[src/rtl/pva_pkg.sv]
// Shared types and constants for the polyphonic voice allocator.
`timescale 1ns / 1ps

package pva_pkg;

  localparam int IDX_W         = 6;
  localparam int NOTE_W        = 7;
  localparam int CH_W          = 4;
  localparam int EM_W          = 2;
  localparam int LVL_W         = 16;
  localparam int EMITTER_SLOTS = 4;
  localparam int CFG_IDX_W     = 3;
  localparam int CFG_DATA_W    = 28;

  // Q1.15 full scale
  localparam logic [LVL_W:0] LEVEL_ONE = 17'h08000;

  typedef enum logic [1:0] {
    CMD_NOTE_ON  = 2'd0,
    CMD_NOTE_OFF = 2'd1,
    CMD_TICK     = 2'd2
  } cmd_t;

  typedef enum logic [1:0] {
    STG_ATTACK  = 2'd0,
    STG_DECAY   = 2'd1,
    STG_SUSTAIN = 2'd2,
    STG_RELEASE = 2'd3
  } stage_t;

  typedef enum logic [CFG_IDX_W-1:0] {
    REG_ENABLE_MASK = 3'd0,
    REG_KEY_LOW     = 3'd1,
    REG_KEY_HIGH    = 3'd2,
    REG_ATTACK      = 3'd3,
    REG_DECAY       = 3'd4,
    REG_SUSTAIN     = 3'd5,
    REG_RELEASE     = 3'd6
  } cfg_reg_t;

  typedef enum logic [1:0] {
    ST_IDLE,
    ST_FETCH,
    ST_SCAN,
    ST_ALLOC
  } fsm_state_t;

  // One voice entry as held in the voice RAM
  typedef struct packed {
    stage_t             stage;
    logic [NOTE_W-1:0]  note;
    logic [CH_W-1:0]    channel;
    logic [EM_W-1:0]    emitter;
    logic [LVL_W-1:0]   level;
  } voice_entry_t;

  // Envelope settings handed to the step unit
  typedef struct packed {
    logic [LVL_W-1:0] attack_step;
    logic [LVL_W-1:0] decay_step;
    logic [LVL_W-1:0] sustain_level;
    logic [LVL_W-1:0] release_step;
  } env_cfg_t;

endpackage

[src/rtl/pva_ram.sv]
// Generic simple dual-port RAM with registered read.
`timescale 1ns / 1ps

module pva_ram #(
  parameter int WIDTH = 32,
  parameter int DEPTH = 16
) (
  input  logic                                  clk,
  input  logic                                  we,
  input  logic [(DEPTH > 1 ? $clog2(DEPTH) : 1)-1:0] waddr,
  input  logic [WIDTH-1:0]                      wdata,
  input  logic                                  re,
  input  logic [(DEPTH > 1 ? $clog2(DEPTH) : 1)-1:0] raddr,
  output logic [WIDTH-1:0]                      rdata
);

  logic [WIDTH-1:0] mem [DEPTH];

  always_ff @(posedge clk) begin
    if (we) begin
      mem[waddr] <= wdata;
    end
    if (re) begin
      rdata <= mem[raddr];
    end
  end

endmodule

[src/rtl/pva_env.sv]
// ADSR envelope step for one voice, Q1.15 with clamping.
`timescale 1ns / 1ps

module pva_env import pva_pkg::*; (
  input  env_cfg_t     cfg,
  input  voice_entry_t cur,
  input  logic         released,
  output voice_entry_t nxt,
  output logic         freed
);

  stage_t                  st;
  logic [LVL_W-1:0]        sus;
  logic [LVL_W:0]          up;
  logic signed [LVL_W+1:0] dn_decay;
  logic signed [LVL_W+1:0] dn_rel;

  always_comb begin
    // sustain above one saturates
    sus      = (cfg.sustain_level > LEVEL_ONE[LVL_W-1:0]) ? LEVEL_ONE[LVL_W-1:0]
                                                          : cfg.sustain_level;
    st       = released ? STG_RELEASE : cur.stage;
    up       = {1'b0, cur.level} + {1'b0, cfg.attack_step};
    dn_decay = $signed({2'b00, cur.level}) - $signed({2'b00, cfg.decay_step});
    dn_rel   = $signed({2'b00, cur.level}) - $signed({2'b00, cfg.release_step});

    nxt       = cur;
    nxt.stage = st;
    freed     = 1'b0;
    case (st)
      STG_ATTACK: begin
        if (up >= LEVEL_ONE) begin
          nxt.level = LEVEL_ONE[LVL_W-1:0];
          nxt.stage = STG_DECAY;
        end else begin
          nxt.level = up[LVL_W-1:0];
        end
      end
      STG_DECAY: begin
        if (dn_decay <= $signed({2'b00, sus})) begin
          nxt.level = sus;
          nxt.stage = STG_SUSTAIN;
        end else begin
          nxt.level = dn_decay[LVL_W-1:0];
        end
      end
      STG_SUSTAIN: begin
        nxt.level = sus;
      end
      default: begin
        if (dn_rel <= 0) begin
          nxt.level = '0;
          freed     = 1'b1;
        end else begin
          nxt.level = dn_rel[LVL_W-1:0];
        end
      end
    endcase
  end

endmodule

[src/rtl/poly_voice_allocator_adsr.sv]
// Top level: polyphonic voice allocator with per-voice ADSR envelope.
`timescale 1ns / 1ps
//
//  Channel    Group                     Carries
//  ---------  ------------------------  ------------------------------------------
//  command    s_axis_tvalid/tready      tuser: command; tdata: channel, note
//  report     m_axis_tvalid/tready      tdata: one voice report; tlast: last voice
//  config     cfg_valid/cfg_ready       cfg_index: register, cfg_data: value
//
//  Every command walks the voice RAM one entry per cycle through its single read
//  port, pausing while a tick report stalls; a note-on then also visits each
//  emitter in turn to allocate. Tick reports leave through an output register.
//  Reset clears the active and released flags at once; RAM contents are not
//  cleared, since entries are only used while their voice is active.
//  Config transactions are taken only while idle, so registers never change
//  under a command.

module poly_voice_allocator_adsr import pva_pkg::*; #(
  parameter int NUM_VOICES   = 16,
  parameter int NUM_EMITTERS = 4
) (
  input  logic                  clk,
  input  logic                  rst,
  // command stream
  input  logic                  s_axis_tvalid,
  output logic                  s_axis_tready,
  input  logic [15:0]           s_axis_tdata,   // midi_channel[3:0], note_number[10:4], 0
  input  logic [1:0]            s_axis_tuser,   // command[1:0]
  // voice report stream
  output logic                  m_axis_tvalid,
  input  logic                  m_axis_tready,
  // voice_index[5:0], voice_is_active[6], voice_note[13:7], voice_channel[17:14],
  // voice_emitter[19:18], envelope_stage[21:20], envelope_level[37:22],
  // is_released[38], 0
  output logic [39:0]           m_axis_tdata,
  output logic                  m_axis_tlast,   // last_report
  // configuration writes
  input  logic                  cfg_valid,
  output logic                  cfg_ready,
  input  logic [CFG_IDX_W-1:0]  cfg_index,
  input  logic [CFG_DATA_W-1:0] cfg_data
);

  localparam int VW = (NUM_VOICES > 1) ? $clog2(NUM_VOICES) : 1;
  localparam logic [VW-1:0]   LAST_IDX = VW'(NUM_VOICES - 1);
  localparam logic [EM_W-1:0] EM_LAST  = EM_W'(NUM_EMITTERS - 1);

  // configuration registers
  logic [EMITTER_SLOTS-1:0]       en_mask;
  logic [CFG_DATA_W-1:0]          key_lo;
  logic [CFG_DATA_W-1:0]          key_hi;
  logic [LVL_W-1:0]               atk_step;
  logic [LVL_W-1:0]               dcy_step;
  logic [LVL_W-1:0]               sus_level;
  logic [LVL_W-1:0]               rel_step;

  // command being worked on
  cmd_t                           cmd;
  logic [CH_W-1:0]                cmd_ch;
  logic [NOTE_W-1:0]              cmd_note;

  fsm_state_t                     state, state_next;
  logic [VW-1:0]                  idx;
  logic [EM_W-1:0]                em;
  logic [EMITTER_SLOTS-1:0]       found;      // emitter already retriggered a voice
  logic [EMITTER_SLOTS-1:0]       qual;       // emitter enabled and covers the note
  logic [VW-1:0]                  free_list [EMITTER_SLOTS];
  logic [2:0]                     free_cnt;
  logic [2:0]                     free_ptr;

  // voice flags, cleared at reset
  logic [NUM_VOICES-1:0]          active;
  logic [NUM_VOICES-1:0]          released;

  // RAM port signals
  logic                           ram_we, ram_re;
  logic [VW-1:0]                  ram_waddr, ram_raddr;
  voice_entry_t                   ram_wdata, cur;

  env_cfg_t                       env_cfg;
  voice_entry_t                   env_nxt;
  logic                           env_freed;

  logic                           in_take, can_emit, adv;
  logic                           cur_active, cur_rel;
  logic                           hit, off_hit, alloc_go, rep_active;
  logic [VW-1:0]                  alloc_slot;

  assign in_take   = s_axis_tvalid && s_axis_tready;
  assign cfg_ready = (state == ST_IDLE);

  pva_ram #(
    .WIDTH ($bits(voice_entry_t)),
    .DEPTH (NUM_VOICES)
  ) u_voice_ram (
    .clk   (clk),
    .we    (ram_we),
    .waddr (ram_waddr),
    .wdata (ram_wdata),
    .re    (ram_re),
    .raddr (ram_raddr),
    .rdata (cur)
  );

  assign env_cfg = '{attack_step:   atk_step,
                     decay_step:    dcy_step,
                     sustain_level: sus_level,
                     release_step:  rel_step};

  pva_env u_env (
    .cfg      (env_cfg),
    .cur      (cur),
    .released (cur_rel),
    .nxt      (env_nxt),
    .freed    (env_freed)
  );

  // key range and enable per emitter; inverted ranges cover nothing
  always_comb begin
    for (int e = 0; e < EMITTER_SLOTS; e++) begin
      qual[e] = (e < NUM_EMITTERS) && en_mask[e] &&
                (cmd_note >= key_lo[NOTE_W*e +: NOTE_W]) &&
                (cmd_note <= key_hi[NOTE_W*e +: NOTE_W]);
    end
  end

  // next state
  always_comb begin
    state_next = state;
    case (state)
      ST_IDLE: begin
        if (in_take && (s_axis_tuser inside {CMD_NOTE_ON, CMD_NOTE_OFF, CMD_TICK})) begin
          state_next = ST_FETCH;
        end
      end
      ST_FETCH: state_next = ST_SCAN;
      ST_SCAN: begin
        if (adv && idx == LAST_IDX) begin
          state_next = (cmd == CMD_NOTE_ON) ? ST_ALLOC : ST_IDLE;
        end
      end
      ST_ALLOC: begin
        if (em == EM_LAST) begin
          state_next = ST_IDLE;
        end
      end
      default: state_next = ST_IDLE;
    endcase
  end

  // outputs and datapath control
  always_comb begin
    s_axis_tready = (state == ST_IDLE);
    can_emit      = !m_axis_tvalid || m_axis_tready;
    // a tick only moves on when the report register can take the next voice
    adv           = (state == ST_SCAN) && ((cmd != CMD_TICK) || can_emit);
    ram_re        = (state == ST_FETCH) || (adv && idx != LAST_IDX);
    ram_raddr     = (state == ST_FETCH) ? '0 : idx + VW'(1);

    cur_active = active[idx];
    cur_rel    = released[idx];
    // a voice matches only its own emitter; first match per emitter wins
    hit     = (cmd == CMD_NOTE_ON) && cur_active && cur.note == cmd_note &&
              cur.channel == cmd_ch && qual[cur.emitter] && !found[cur.emitter];
    off_hit = (cmd == CMD_NOTE_OFF) && cur_active && cur.note == cmd_note &&
              cur.channel == cmd_ch;

    alloc_slot = free_list[free_ptr[1:0]];
    alloc_go   = (state == ST_ALLOC) && qual[em] && !found[em] && (free_ptr < free_cnt);

    ram_we    = 1'b0;
    ram_waddr = idx;
    ram_wdata = env_nxt;
    if (adv && cmd == CMD_TICK && cur_active) begin
      ram_we = 1'b1;
    end else if (adv && hit) begin
      ram_we          = 1'b1;
      ram_wdata       = cur;
      ram_wdata.stage = STG_ATTACK;   // level is kept on retrigger
    end else if (alloc_go) begin
      ram_we    = 1'b1;
      ram_waddr = alloc_slot;
      ram_wdata = '{stage: STG_ATTACK, note: cmd_note, channel: cmd_ch,
                    emitter: em, level: '0};
    end

    rep_active = cur_active && !env_freed;
  end

  // control state
  always_ff @(posedge clk) begin
    if (rst) begin
      state         <= ST_IDLE;
      en_mask       <= 4'h1;
      key_lo        <= '0;
      key_hi        <= 28'hFFFFFFF;
      atk_step      <= 16'd1024;
      dcy_step      <= 16'd512;
      sus_level     <= 16'd22938;
      rel_step      <= 16'd256;
      cmd           <= CMD_TICK;
      cmd_ch        <= '0;
      cmd_note      <= '0;
      idx           <= '0;
      em            <= '0;
      found         <= '0;
      free_cnt      <= '0;
      free_ptr      <= '0;
      active        <= '0;
      released      <= '0;
      m_axis_tvalid <= 1'b0;
    end else begin
      state <= state_next;

      if (cfg_valid && cfg_ready) begin
        case (cfg_index)
          REG_ENABLE_MASK: en_mask   <= cfg_data[EMITTER_SLOTS-1:0];
          REG_KEY_LOW:     key_lo    <= cfg_data;
          REG_KEY_HIGH:    key_hi    <= cfg_data;
          REG_ATTACK:      atk_step  <= cfg_data[LVL_W-1:0];
          REG_DECAY:       dcy_step  <= cfg_data[LVL_W-1:0];
          REG_SUSTAIN:     sus_level <= cfg_data[LVL_W-1:0];
          REG_RELEASE:     rel_step  <= cfg_data[LVL_W-1:0];
          default: ;
        endcase
      end

      if (in_take) begin
        cmd      <= cmd_t'(s_axis_tuser);
        cmd_ch   <= s_axis_tdata[CH_W-1:0];
        cmd_note <= s_axis_tdata[CH_W +: NOTE_W];
        idx      <= '0;
        em       <= '0;
        found    <= '0;
        free_cnt <= '0;
        free_ptr <= '0;
      end

      if (adv) begin
        if (idx != LAST_IDX) begin
          idx <= idx + VW'(1);
        end
        if (cmd == CMD_TICK && cur_active && env_freed) begin
          active[idx] <= 1'b0;
        end
        if (hit) begin
          released[idx]      <= 1'b0;
          found[cur.emitter] <= 1'b1;
        end
        if (off_hit) begin
          released[idx] <= 1'b1;
        end
        // lowest free voices in order, enough for every emitter
        if (cmd == CMD_NOTE_ON && !cur_active && free_cnt < 3'(EMITTER_SLOTS)) begin
          free_cnt <= free_cnt + 3'd1;
        end
      end

      if (state == ST_ALLOC) begin
        em <= em + EM_W'(1);
        if (alloc_go) begin
          active[alloc_slot]   <= 1'b1;
          released[alloc_slot] <= 1'b0;
          free_ptr             <= free_ptr + 3'd1;
        end
      end

      if (adv && cmd == CMD_TICK) begin
        m_axis_tvalid <= 1'b1;
      end else if (m_axis_tvalid && m_axis_tready) begin
        m_axis_tvalid <= 1'b0;
      end
    end
  end

  // free list and report payload
  always_ff @(posedge clk) begin
    if (adv && cmd == CMD_NOTE_ON && !cur_active && free_cnt < 3'(EMITTER_SLOTS)) begin
      free_list[free_cnt[1:0]] <= idx;
    end
    if (adv && cmd == CMD_TICK) begin
      m_axis_tlast <= (idx == LAST_IDX);
      if (rep_active) begin
        m_axis_tdata <= {1'b0, cur_rel, env_nxt.level, env_nxt.stage, env_nxt.emitter,
                         env_nxt.channel, env_nxt.note, 1'b1, IDX_W'(idx)};
      end else begin
        // inactive voices report zeros beside their index
        m_axis_tdata <= {33'd0, 1'b0, IDX_W'(idx)};
      end
    end
  end

endmodule
[config.mk]
export PLATFORM = sky130hd
export DESIGN_NAME = poly_voice_allocator_adsr
export DESIGN_NICKNAME = d
export VERILOG_FILES = /design/src/rtl/pva_pkg.sv /design/src/rtl/pva_ram.sv /design/src/rtl/pva_env.sv /design/src/rtl/poly_voice_allocator_adsr.sv
export SDC_FILE = /design/constraint.sdc
export NUM_CORES = 1
export LEC_CHECK = 0
export BUFFER_PORTS_ARGS = -buffer_cell sky130_fd_sc_hd__buf_4
export CAP_MARGIN = 20
export CELL_PAD_IN_SITES_DETAIL_PLACEMENT = 1
export CELL_PAD_IN_SITES_GLOBAL_PLACEMENT = 2
export CORE_ASPECT_RATIO = 1.2
export CORE_MARGIN = 10
export CORE_UTILIZATION = 43
export DETAILED_ROUTE_END_ITERATION = 10
export GPL_ROUTABILITY_DRIVEN = 0
export PLACE_DENSITY_LB_ADDON = 0.1
export SYNTH_ARGS = -nofsm -noshare
export SYNTH_HDL_FRONTEND = slang
export SYNTH_SLANG_ARGS = --single-unit
[constraint.sdc]
create_clock -name clk -period 6.5 [get_ports clk]
set_clock_uncertainty 0.05 [all_clocks]
set_input_delay 1.3 -clock clk [delete_from_list [all_inputs] [get_ports clk]]
set_output_delay 1.3 -clock clk [all_outputs]
set_load 0.02 [all_outputs]
# == Word-level counts from Yosys, hierarchy flattened ==
# Memory sizes are Yosys's and may differ from the RTL's. A register that Yosys moved wholly into a read port is not among the register bits.
# Cells that the tools add are included.
# op_classes
n_mux,80
eq_ne,24
add_sub_neg,7
n_bitwise,8
magnitude_cmp,21
reduce_logical,65
# op_table
cell,n
two-way mux 16 bit,17
two-way mux 31 bit,3
AND 16 bit,3
one-hot mux 16 bit (3 select lines),1
two-way mux 4 bit,11
logical AND 1 bit,40
subtractor 16 x 16 -> 17 bit,2
NOT 16 bit,2
bitwise OR 16 bit,2
>= comparator 7 bit,4
<= comparator 7 bit,4
two-way mux 1 bit,20
two-way mux 2 bit,10
<= comparator 18 x 17 -> 1 bit,1
two-way mux 3 bit,6
adder 16 x 16 -> 17 bit,1
>= comparator 17 x 16 -> 1 bit (second input constant),1
<= comparator 17 x 1 -> 1 bit (second input constant),1
> comparator 16 bit (second input constant),1
AND reduction 2 bit,7
== test 2 bit (second input constant),6
less-than comparator 4 x 5 -> 1 bit (second input constant),2
== test 3 bit (second input constant),3
binary-select mux 1 bit (select 2 bit),4
32 further kinds,53
# word_totals
wordCells,229
register_bits,229
memories,2
mem_bits_rw,512
# mem_list
memory,words,word_bits,rd,rd_ports_with_merged_regs,wr,line_no,rtl
u_voice_ram.mem,16,31,1,1,1,pva_ram.sv:17,logic [WIDTH-1:0] mem [DEPTH];
free_list,4,4,1,1,1,poly_voice_allocator_adsr.sv:67,logic [VW-1:0] free_list [EMITTER_SLOTS];

# == Longest topological paths before layout ==
# logic_depth
word_depth,17
depth_mapped,22
ltp_nobuf,20

# == Hierarchy ==
# Synthesis repeated with hierarchy kept, for this count alone.
# hier_totals
hier_cells,2688
area_unflattened_um2,34927.2
# modules_own_cells
module,cells_per_inst,instances,area_each_um2
pva_ram,812,1,19558.8
poly_voice_allocator_adsr,1378,1,11908.9
pva_env,498,1,3459.6

# == Least setup slack after synthesis ==
# No wires, ideal clock.
# synth_timing
path_kind,register to register
from,reg u_voice_ram.rdata[1] (read register of u_voice_ram.mem)
to,"mem u_voice_ram.mem[0][8] (netlist bit), data pin"
period_less_slack_ns,4.943
arrival_ns,4.553
t_required_ns,6.109
slack_ns,1.557
setup_time_ns,0.341
stages_incl_launch_ff,20
cell_sequence,edfxtp_1 > ha_1 > nor2b_1 > o31a_1 > o41ai_1 > o31ai_1 > o21a_1 > nor2_1 > xnor2_1 > ha_1 > nand4_1 > nor3_1 > o31ai_1 > a22oi_1 > and4_1 > buf_2 > buf_2 > a22o_1 > nor2_1 > o31ai_1
# synth_lines
element,line_no,rtl
from (decl),pva_ram.sv:14,output logic [WIDTH-1:0] rdata
to (decl),pva_ram.sv:17,

==> results.txt <==
The number of antenna violations at the first check in global routing is 3. The type of the tightest min-delay check is reg -> reg. Clock-pin slew was measured on the worst setup and hold paths at 0.06 ns. The achievable frequency came out at 172 MHz. For this design, the sink count on the clock tree is 769. The global-route congestion overflow total is 0. The number of buffers and inverters on the critical path came out at 3. The required time of the worst setup path came out at 6.72 ns. The number of failing setup endpoints in the final timing report is 0. The count of antenna diodes in the layout is 0. Before antenna repair, the detailed router went through 5 iterations. The share of async-settable or async-resettable flops after synthesis came out at 0%. Among cell families on the critical path, the largest total delay comes from compound AO/OA/AOI/OAI gates. The worst setup path is captured at a register. The number of flops mapped to enable cells by yosys is 581. Sequential elements use 61.4% of the synthesized area. The initial core utilization is 43.5%. The setup TNS came out at 0 ns. Compared with the post-synthesis result, the final layout area differs by 13.5%. The final cell count without fillers came out at 4254. The hold-fix buffer count after cts came out at 0.

After the last flow step, the layout net total stands at 3342. The ratio of final minimum period to clock period came out at 89.3%. After technology mapping, the gate count stands at 3080. The slew at the pin closest to its max-slew limit is 1.13 ns. In this run the register-to-register setup slack is 0.70 ns. The delay contributed by the slowest stage of the critical path is 0.93 ns.

Dividing total power by cell area gives a power density of 289 nW/um^2. Buffers added to address setup during post-CTS repair amount to 0. The area of the mapped netlist is 34500 sq um.

The count of pins over their slew limit came out at 0. The first routing iteration left 1748 violations. Port buffering added 89 buffers. The die covers 92100 sq um.

The most used flip-flop cell after synthesis is sky130_fd_sc_hd__edfxtp_1. The root buffer cell chosen for the clock tree is sky130_fd_sc_hd__clkbuf_16. The launch point of the critical path is u_voice_ram.rdata[0]$_DFFE_PP_. Row generation in the floorplan step produced 113 rows. The average routed wire per standard cell is 26.2 um. Summing over every cut layer, the via total after detailed routing is 25.5k. Among all stages on the critical path, the largest delay is contributed by sky130_fd_sc_hd__o21ai_1.

The overall routing resource usage came out at 23.7%. The yosys synthesis warning count came out at 0. Once layout is done, the placed cells without fillers occupy 39200 sq um. The flow ran to the end, and the final reports show no timing, DRC or antenna violations. The leakage power is 13.8 nW.

The startpoint identified for the worst register-to-register timing path is u_voice_ram.rdata[0]$_DFFE_PP_. The worst register-to-register path has a depth of 17. The number of distinct standard cells referenced by the synthesized netlist came out at 87.

In this run the critical register-to-register path is captured at u_voice_ram.mem[8][13]$_DFFE_PP_. The end of the critical path is u_voice_ram.mem[8][13]$_DFFE_PP_. The ratio of routed vias to standard cells is 6.00. The total of flip-flops plus latches after synthesis came out at 769. The TritonCTS buffer count is 81. The biggest fanout along the worst timing path came out at 16. The max-cap violation count is 0. The critical path is of the reg -> reg type.

The die is 279 um wide. The maximum VDD drop is 0.000222 V. The critical path data arrival time came out at 6.03 ns. The CTS H-tree depth is 3. The fill cell instance count of the final layout is 8340.

Setup repair after global routing left no endpoint under its margin. The standard cell area after detailed placement came out at 36600 sq um. The first global-routing pass estimated 166000 um of wire.

The via count of the first global-routing pass came out at 26.2k. The number of failing hold endpoints at the final stage is 0. The standard cell core area is 79500 sq um.

The pin count of the biggest net entering global routing is 125. The minimum period implied by the final worst setup slack came out at 5.80 ns. The remaining antenna violation count after routing came out at 0. TritonCTS built the clock tree. The clock reaches the later pin of the worst-skew pair after 0.64 ns. The final HPWL from detailed placement came out at 72200 um. The number of placed cells counting well taps came out at 4099. Pin placement for this block handled 98 I/O pins.

The synthesized area per cell came out at 11.2 sq um. The final routed wirelength across all metal layers is 111000 um. The die outline height came out at 330 um. The post-cts gate resize count is 0. The sort of element at the start of the critical path is a register.

The largest buffer count on any clock path came out at 3. Walking the worst path, the cells encountered are inv_1, ha_1, inv_1, fa_1, a211oi_1, o21ai_0, a21oi_1, a21o_1, o311ai_0, ha_1, a211oi_1, o221a_2, a22oi_1, and4_1, buf_4, a221oi_1, o21ai_1. The fraction of layout cells with a size suffix above 1 is 11.2%.

For this run, design rule violations remaining after detail routing come to 0. The critical path depth is 17. The worst slew slack as a fraction of its limit is 22.2%.
## flip-flops by register name (all words and copies together), names as in the netlist, 16 cells and up
| signal | cells |
|---|---|
| u_voice_ram.rdata | 31 |
| dcy_step | 16 |
| free_list | 16 |
| m_axis_tdata | 37 |
| rel_step | 16 |
| key_lo | 28 |
| sus_level | 16 |
| u_voice_ram.mem | 496 |
| active | 16 |
| released | 16 |
| atk_step | 16 |
| key_hi | 28 |
## worst reg2reg max path: stages (launching register included)
cell and delay (ns):
sky130_fd_sc_hd__edfxtp_1 0.38, sky130_fd_sc_hd__inv_1 0.07, sky130_fd_sc_hd__ha_1 0.19, sky130_fd_sc_hd__inv_1 0.08
sky130_fd_sc_hd__fa_1 0.24, sky130_fd_sc_hd__a211oi_1 0.09, sky130_fd_sc_hd__o21ai_0 0.47, sky130_fd_sc_hd__a21oi_1 0.20
sky130_fd_sc_hd__a21o_1 0.23, sky130_fd_sc_hd__o311ai_0 0.72, sky130_fd_sc_hd__ha_1 0.30, sky130_fd_sc_hd__a211oi_1 0.09
sky130_fd_sc_hd__o221a_2 0.13, sky130_fd_sc_hd__a22oi_1 0.34, sky130_fd_sc_hd__and4_1 0.49, sky130_fd_sc_hd__buf_4 0.24
sky130_fd_sc_hd__a221oi_1 0.17, sky130_fd_sc_hd__o21ai_1 0.93
## logic make-up after synthesis
family | Yosys count | synth area share [%]
and+or+nand+nor | 970 | 12.1
other | 1 | 0.0109
muxes | 21 | 1.05
adders and majority gates | 135 | 4.96
xor gates and xnor gates | 48 | 1.22
AOI/OAI and AO/OA | 824 | 15.6
buffers and inverters | 312 | 3.61
DFF | 769 | 61.4
## cell usage in the layout, fill, tap and decap left out, types with 9 or more instances in the layout
cell type                   synthesis  layout
sky130_fd_sc_hd__o21ai_0           70      70
sky130_fd_sc_hd__inv_1            122     121
sky130_fd_sc_hd__nor2b_1           19      19
sky130_fd_sc_hd__nor2_1           118      99
sky130_fd_sc_hd__o21a_1            17      17
sky130_fd_sc_hd__clkinv_2           0      15
sky130_fd_sc_hd__a21oi_1          237     237
sky130_fd_sc_hd__nand2_1          635     632
sky130_fd_sc_hd__xnor2_1           24      24
sky130_fd_sc_hd__clkinv_1           0      17
sky130_fd_sc_hd__o31ai_1           10      10
sky130_fd_sc_hd__a211oi_1          53      53
sky130_fd_sc_hd__a311oi_1          68      68
sky130_fd_sc_hd__o22ai_1          130     130
sky130_fd_sc_hd__nand3_1           47      47
sky130_fd_sc_hd__edfxtp_1         581     581
sky130_fd_sc_hd__nand2b_1          13      13
sky130_fd_sc_hd__or2_2              9       9
sky130_fd_sc_hd__nor2_4             0      19
sky130_fd_sc_hd__a21o_1            19      19
sky130_fd_sc_hd__nor3_1            25      25
sky130_fd_sc_hd__a31oi_1           89      89
sky130_fd_sc_hd__and2_1            16      15
sky130_fd_sc_hd__nand3b_1          43      43
sky130_fd_sc_hd__clkbuf_16          0      84
sky130_fd_sc_hd__clkbuf_1         151      19
sky130_fd_sc_hd__dfxtp_1          188     188
sky130_fd_sc_hd__o21ai_1           14      13
sky130_fd_sc_hd__a221oi_1          23      23
sky130_fd_sc_hd__mux4_2            12      12
sky130_fd_sc_hd__o211ai_1          10      10
sky130_fd_sc_hd__buf_4              5     169
sky130_fd_sc_hd__nand4_1           10      10
sky130_fd_sc_hd__xor2_1            24      24
sky130_fd_sc_hd__ha_1             132     132
## cell type report
class | count | area, sq um | share of cell area [%]
multi-input combinational | 2001 | 12300 | 31.3
tap | 1035 | 1290 | 3.30
timing repair buffer | 178 | 1440 | 3.68
clock inverter | 44 | 318 | 0.811
sequential | 769 | 21200 | 54.1
inverter | 122 | 458 | 1.17
clock buffer | 105 | 2200 | 5.62
## through the flow
step	power (mW)	utilization, %	setup WS [ns]	hold WS (ns)
after CTS	11.4	49.3	0.590	0.409
after global placement	6.91	46.1	0.791	0.393
after floorplan	6.43	-	1.56	0.383
after global routing	11.8	49.3	0.312	0.431
final	11.3	49.3	0.698	0.407
after detailed placement	6.97	46.1	0.599	0.401
## routing by layer
| layer | track usage (%) | vias to the layer above | wire length (um) |
|---|---|---|---|
| met5 | 0 | - | 0 |
| met1 | 30.1 | 13173 | 48000 |
| met3 | 2.74 | 154 | 4730 |
| li1 | - | 11572 | - |
| met4 | 7.27 | 0 | 2850 |
| met2 | 41.7 | 639 | 55900 |
## synthesized netlist by cell type (all sizes together), types with 27 or more instances
| library cell | count | share of area, % |
|---|---|---|
| nand3b | 43 | 0.93 |
| nand2 | 636 | 6.9 |
| o21ai | 84 | 1.2 |
| a211oi | 53 | 1.2 |
| clkbuf | 151 | 1.6 |
| a31oi | 89 | 1.6 |
| inv | 122 | 1.3 |
| nor2 | 119 | 1.3 |
| ha | 132 | 4.8 |
| buf | 39 | 0.64 |
| a311oi | 69 | 1.8 |
| edfxtp | 581 | 51 |
| dfxtp | 188 | 11 |
| nand3 | 47 | 0.68 |
| o22ai | 130 | 2.4 |
| a21oi | 238 | 3.5 |
| nor3 | 27 | 0.42 |
## power by group
group          internal [mW]  switching (mW)
registers               5.47          0.0670
logic                  0.439           0.905
clock network           2.48            1.97
## how the worst min path moves through the flow
| stage | from | end | slack (ns) | depth (start not counted) |
|---|---|---|---|---|
| detailed placement | key_lo[13]$_SDFFE_PP0P_ | key_lo[13]$_SDFFE_PP0P_ | 0.40 | 2 |
| global placement | key_lo[3]$_SDFFE_PP0P_ | key_lo[3]$_SDFFE_PP0P_ | 0.39 | 2 |
| floorplan | en_mask[1]$_SDFFE_PP0P_ | en_mask[1]$_SDFFE_PP0P_ | 0.38 | 2 |
| finish | key_lo[23]$_SDFFE_PP0P_ | key_lo[23]$_SDFFE_PP0P_ | 0.41 | 2 |
| CTS | key_lo[13]$_SDFFE_PP0P_ | key_lo[13]$_SDFFE_PP0P_ | 0.41 | 2 |
| global route | dcy_step[4]$_SDFFE_PP0P_ | dcy_step[4]$_SDFFE_PP0P_ | 0.43 | 2 |
(Power assumes the default switching activity.)
